$ cat src/hw/rtl/spq_pkg.sv
// Shared types and constants for the sorted priority queue.
package spq_pkg;

   localparam int VALUE_W = 32;
   localparam int CMD_W   = 2;

   // Command codes carried by the cmd field of a request beat.
   typedef enum logic [CMD_W-1:0] {
      CMD_INSERT = 2'd0,
      CMD_REMOVE = 2'd1,
      CMD_FIND   = 2'd2
   } cmd_type;

   typedef logic signed [VALUE_W-1:0] value_type;

   // Broadcast from the controller to every cell in the chain.
   typedef struct packed {
      logic      do_insert;
      logic      do_remove;
      value_type value;
   } ctrl_type;

   // Comparison flags handed from one cell to the next.
   typedef struct packed {
      logic gt;
      logic ge;
   } flag_type;

endpackage

$ cat src/hw/rtl/spq_cell.sv
// One storage cell of the sorted chain: holds an entry, compares and shifts.
module spq_cell (
   input  logic                clock,
   input  spq_pkg::ctrl_type   ctrl,
   input  spq_pkg::flag_type   prev_flags,
   input  logic                occupied,
   input  spq_pkg::value_type  left_value,
   input  spq_pkg::value_type  right_value,
   output spq_pkg::value_type  value,
   output spq_pkg::flag_type   flags,
   output logic                ins_hit,
   output logic                fnd_hit
);

   spq_pkg::value_type value_ff;
   spq_pkg::value_type value_in;

   // Compare the stored entry with the broadcast value.
   always_comb begin
      flags.gt = occupied && (value_ff > ctrl.value);
      flags.ge = occupied && (value_ff >= ctrl.value);
   end

   // This cell is the insert slot when it is the first one not at least the value,
   // and the match when it is the first one not greater and holds the value.
   assign ins_hit = prev_flags.ge & ~flags.ge;
   assign fnd_hit = prev_flags.gt & occupied & (value_ff == ctrl.value);
   assign value   = value_ff;

   // Insert shifts entries towards the tail; remove pulls them towards the head.
   always_comb begin
      value_in = value_ff;
      if (ctrl.do_insert) begin
         if (ins_hit) begin
            value_in = ctrl.value;
         end else if (!prev_flags.ge) begin
            value_in = left_value;
         end
      end else if (ctrl.do_remove) begin
         if (!flags.gt) begin
            value_in = right_value;
         end
      end
   end

   always_ff @(posedge clock) begin
      value_ff <= value_in;
   end

endmodule

$ cat config.mk
export PLATFORM = sky130hd
export DESIGN_NAME = spq_cell
export DESIGN_NICKNAME = d
export VERILOG_FILES = /design/src/hw/rtl/spq_pkg.sv /design/src/hw/rtl/spq_cell.sv
export SDC_FILE = /design/constraint.sdc
export NUM_CORES = 1
export LEC_CHECK = 0
export ABC_CLOCK_PERIOD_IN_PS = 2700
export BUFFER_PORTS_ARGS = -buffer_cell sky130_fd_sc_hd__buf_4
export CAP_MARGIN = 0
export CORE_ASPECT_RATIO = 1.25
export CORE_MARGIN = 2
export CORE_UTILIZATION = 39
export CTS_BUF_LIST = sky130_fd_sc_hd__clkbuf_8
export CTS_CLUSTER_SIZE = 40
export DETAILED_ROUTE_END_ITERATION = 16
export PLACE_DENSITY = 0.77
export REMOVE_ABC_BUFFERS = 1
export SLEW_MARGIN = 20
export SYNTH_ARGS = -nofsm -noshare
export SYNTH_HDL_FRONTEND = slang
export SYNTH_SLANG_ARGS = --single-unit
$ cat constraint.sdc
create_clock -name clock -period 2.7 [get_ports clock]
set_input_delay 0.135 -clock clock [delete_from_list [all_inputs] [get_ports clock]]
set_output_delay 0.135 -clock clock [all_outputs]
set_load 0.02 [all_outputs]
==> summary.md <==
| Metric | Value |
|---|---|
| Final Max Tran Viols | 0 |
| Antenna viol nets, final | 0 |
| CTS Buf Count | 5 |
| Crit. End Element | primary output |
| Setup Skew | between 0.003 and 0.004 ns |
| Post-synth top area share | between 30% and 40% |
| Yosys cell types | 31 |
| Row cnt | 34 |
| Gr usage total | 17.9% |
| Worst r2r src | value[23]$_DFFE_PP_ |
| Crit path required time | between 2 and 3 ns |
| Power Density | around 450 nW/um^2 |
| Post-synth EDFFs | 32 |
| Tmin final | roughly 2.7 ns |
| Post-synth top flop | edfxtp_1 |
| Core Region | between 6000 and 7000 um^2 |
| Gate count after technology mapping | around 300 |
| Register area share after synthesis | 34.2% |
| Final setup TNS | 0 ns |
| Initial antenna violation count | 0 |
| DR iter-0 viols | 85 |
| RSZ-0062 raised after global routing | yes |
| Hold Slack | between 0.2 and 0.25 ns |
| Synth warn | 0 |
| Max Fanout on Critical Path | 3 |
| Via count of the routed design | 2698 |
| Pin count of the biggest net entering global routing | 51 |
| I/O pins | about 140 |
| Share of cells above drive strength 1 | about two fifths |
| Leak | just under 0.002 uW |
| NumNets Final | approximately 570 |
| Setup violators final | 0 |
| Cell taking the most area after synthesis | edfxtp_1 |
| Peak supply drop | ~0.24 mV |
| Vias in the first global route | ~2700 |
| Hold path start | left_value[0] |
| Vias per cell | ~5.1 |
| Tightest Pin Transition | about 0.46 ns |
| Wire per inst | between 10 and 15 um |
| Top cells by count, synth | a21oi_1, inv_1, mux2i_1, nor2b_1 |
| Max Clock Freq | between 300 and 400 MHz |
| Antenna cells | 0 |
| Synthesized flop and latch total | 32 |
| CP startpoint | value[23]$_DFFE_PP_ |
| Most numerous cell in the Yosys netlist | a21oi_1 |
| Syn avg cell area | 9.39 um^2 |
| Worst path arrival time | approximately 2.5 ns |
| Clk_lat worst skew | approximately 0.28 ns |
| Hold Violations, Final | 0 |
| Max reg flops | 32 |
| # Max-Cap Violations | 0 |
| Post-Route WL | ~7400 um |
| Final worst slack | 0.0461 ns |
| Clock slew at reported path FFs | about 0.070 ns |
| Post-Place Worst Slack | roughly 0.065 ns |
| Iteration count of the initial detailed-routing pass | 4 |
| Footprint of the multi-input gates | 1770 um^2 |
| Max Buffers Root-to-Sink | 2 |
| Dpl cell area | approximately 4000 um^2 |
| # DRC | 0 |
| Ys async rst share | 0% |
| Status | completed |
| HP Class | in -> reg |
| Routability cong. | about 0.81 |
| Synth top area cells | edfxtp_1, ha_1, a21oi_1, mux2i_1, nor2b_1 |
| Mapped cell area | ~2800 um^2 |
| Final instance area | between 4000 and 5000 um^2 |
| Slew headroom | between 60% and 70% |
| Period utilization | a little over nine tenths |
| CTS tree | built |
| Clock Tree Root | clkbuf_8 |
| Port bufs | 137 |
| Clock Sink Count | 32 |
| Initial core utilization | about two fifths |
| Startpoint Class | flop |
| First-pass GRT wire length | 11300 um |
| H-tree levels | 2 |
| Synthesis-to-layout area growth | 49.7% |
| Reg area | ~960 um^2 |
| Die Area | slightly below 8000 um^2 |
| DP HPWL | around 5800 um |
| Congestion Overflow GR | 0 |
| Critical path class | reg -> out |
| Fill cell count | between 600 and 700 |
| Die Ht | 98.9 um |
| Chip width | approximately 80 um |
## logic make-up (layout without fill, tap and decap cells)
family	after synthesis	after routing	synth area share (%)
simple gates	61	61	13.4
buf+inv	49	190	8.55
mux	33	33	11.8
compound gates	92	92	17.9
flops	32	32	34.2
fa+ha+maj	32	32	14.3
## worst paths after layout
| path | slack (ns) | endpoint | depth (start not counted) |
|---|---|---|---|
| worst max-delay path | 0.05 | flags[1] | 10 |
| worst min-delay path | 0.21 | value[0]$_DFFE_PP_ | 3 |
| worst max register to register | 0.13 | value[22]$_DFFE_PP_ | 9 |
| worst min register to register | 1.33 | value[31]$_DFFE_PP_ | 5 |
## metrics by stage
stage | instances | power (uW) | util [%]
global route | 530 | 2020 | 60.3
finish | 530 | 1910 | 60.3
global placement | 519 | 1470 | 56.3
CTS | 528 | 1850 | 57.6
floorplan | 284 | 1120 | -
detailed placement | 519 | 1500 | 56.3
## layer usage
| metal | up-vias | GRT usage [%] | share of wire (%) |
|---|---|---|---|
| met1 | 1229 | 19.0 | 38 |
| met2 | 93 | 34.0 | 52 |
| met3 | 10 | 4.12 | 7.8 |
| met5 | - | 0 | 0 |
| met4 | 0 | 5.61 | 1.4 |
| li1 | 1366 | - | - |
## power breakdown
part	leakage (uW)	internal, uW	switching [uW]
combinational	0.00159	426	432
clock	0.0000482	172	173
sequential	0.000321	654	52.5
## critical path: stages, from the launching register on
cell and delay [ns]:
edfxtp_1 0.43, ha_4 0.31, nand4_1 0.23, a2111oi_4 0.39
a2111oi_4 0.08, a31oi_2 0.26, buf_4 0.16, nor2_2 0.04
buf_6 0.13, nor2_4 0.08, buf_6 0.12
## cell type report
class | count | share of cell area (%)
inverters | 34 | 3.04
well taps | 90 | 2.68
repair buffers | 148 | 27.4
clock buffers | 5 | 1.64
multi-input cells | 218 | 42.1
flip-flops and latches | 32 | 22.9
clock inverters | 3 | 0.268
## placed cells by master (no fill, tap or decap), types with 4 or more instances in the layout
| master | netlist | layout |
|---|---|---|
| buf_4 | 0 | 142 |
| a21oi_1 | 77 | 75 |
| inv_1 | 34 | 35 |
| nor2b_1 | 33 | 33 |
| mux2i_1 | 33 | 33 |
| edfxtp_1 | 32 | 32 |
| ha_1 | 32 | 26 |
| nand4_1 | 7 | 7 |
| ha_4 | 0 | 6 |
| a21o_1 | 5 | 5 |
| clkbuf_8 | 0 | 5 |
| nand2_1 | 4 | 4 |
| buf_6 | 1 | 4 |
## timing repair
item | 4_1_cts | 5_1_grt
hold endpoints to repair | 0 | 0
pin swaps | 1 | 10
hold buffers | 0 | 0
resized for setup | 2 | 25
buffers inserted | 1 | 2
setup endpoints to repair | 1 | 64
Note: power is estimated with default switching activity, not from simulation.
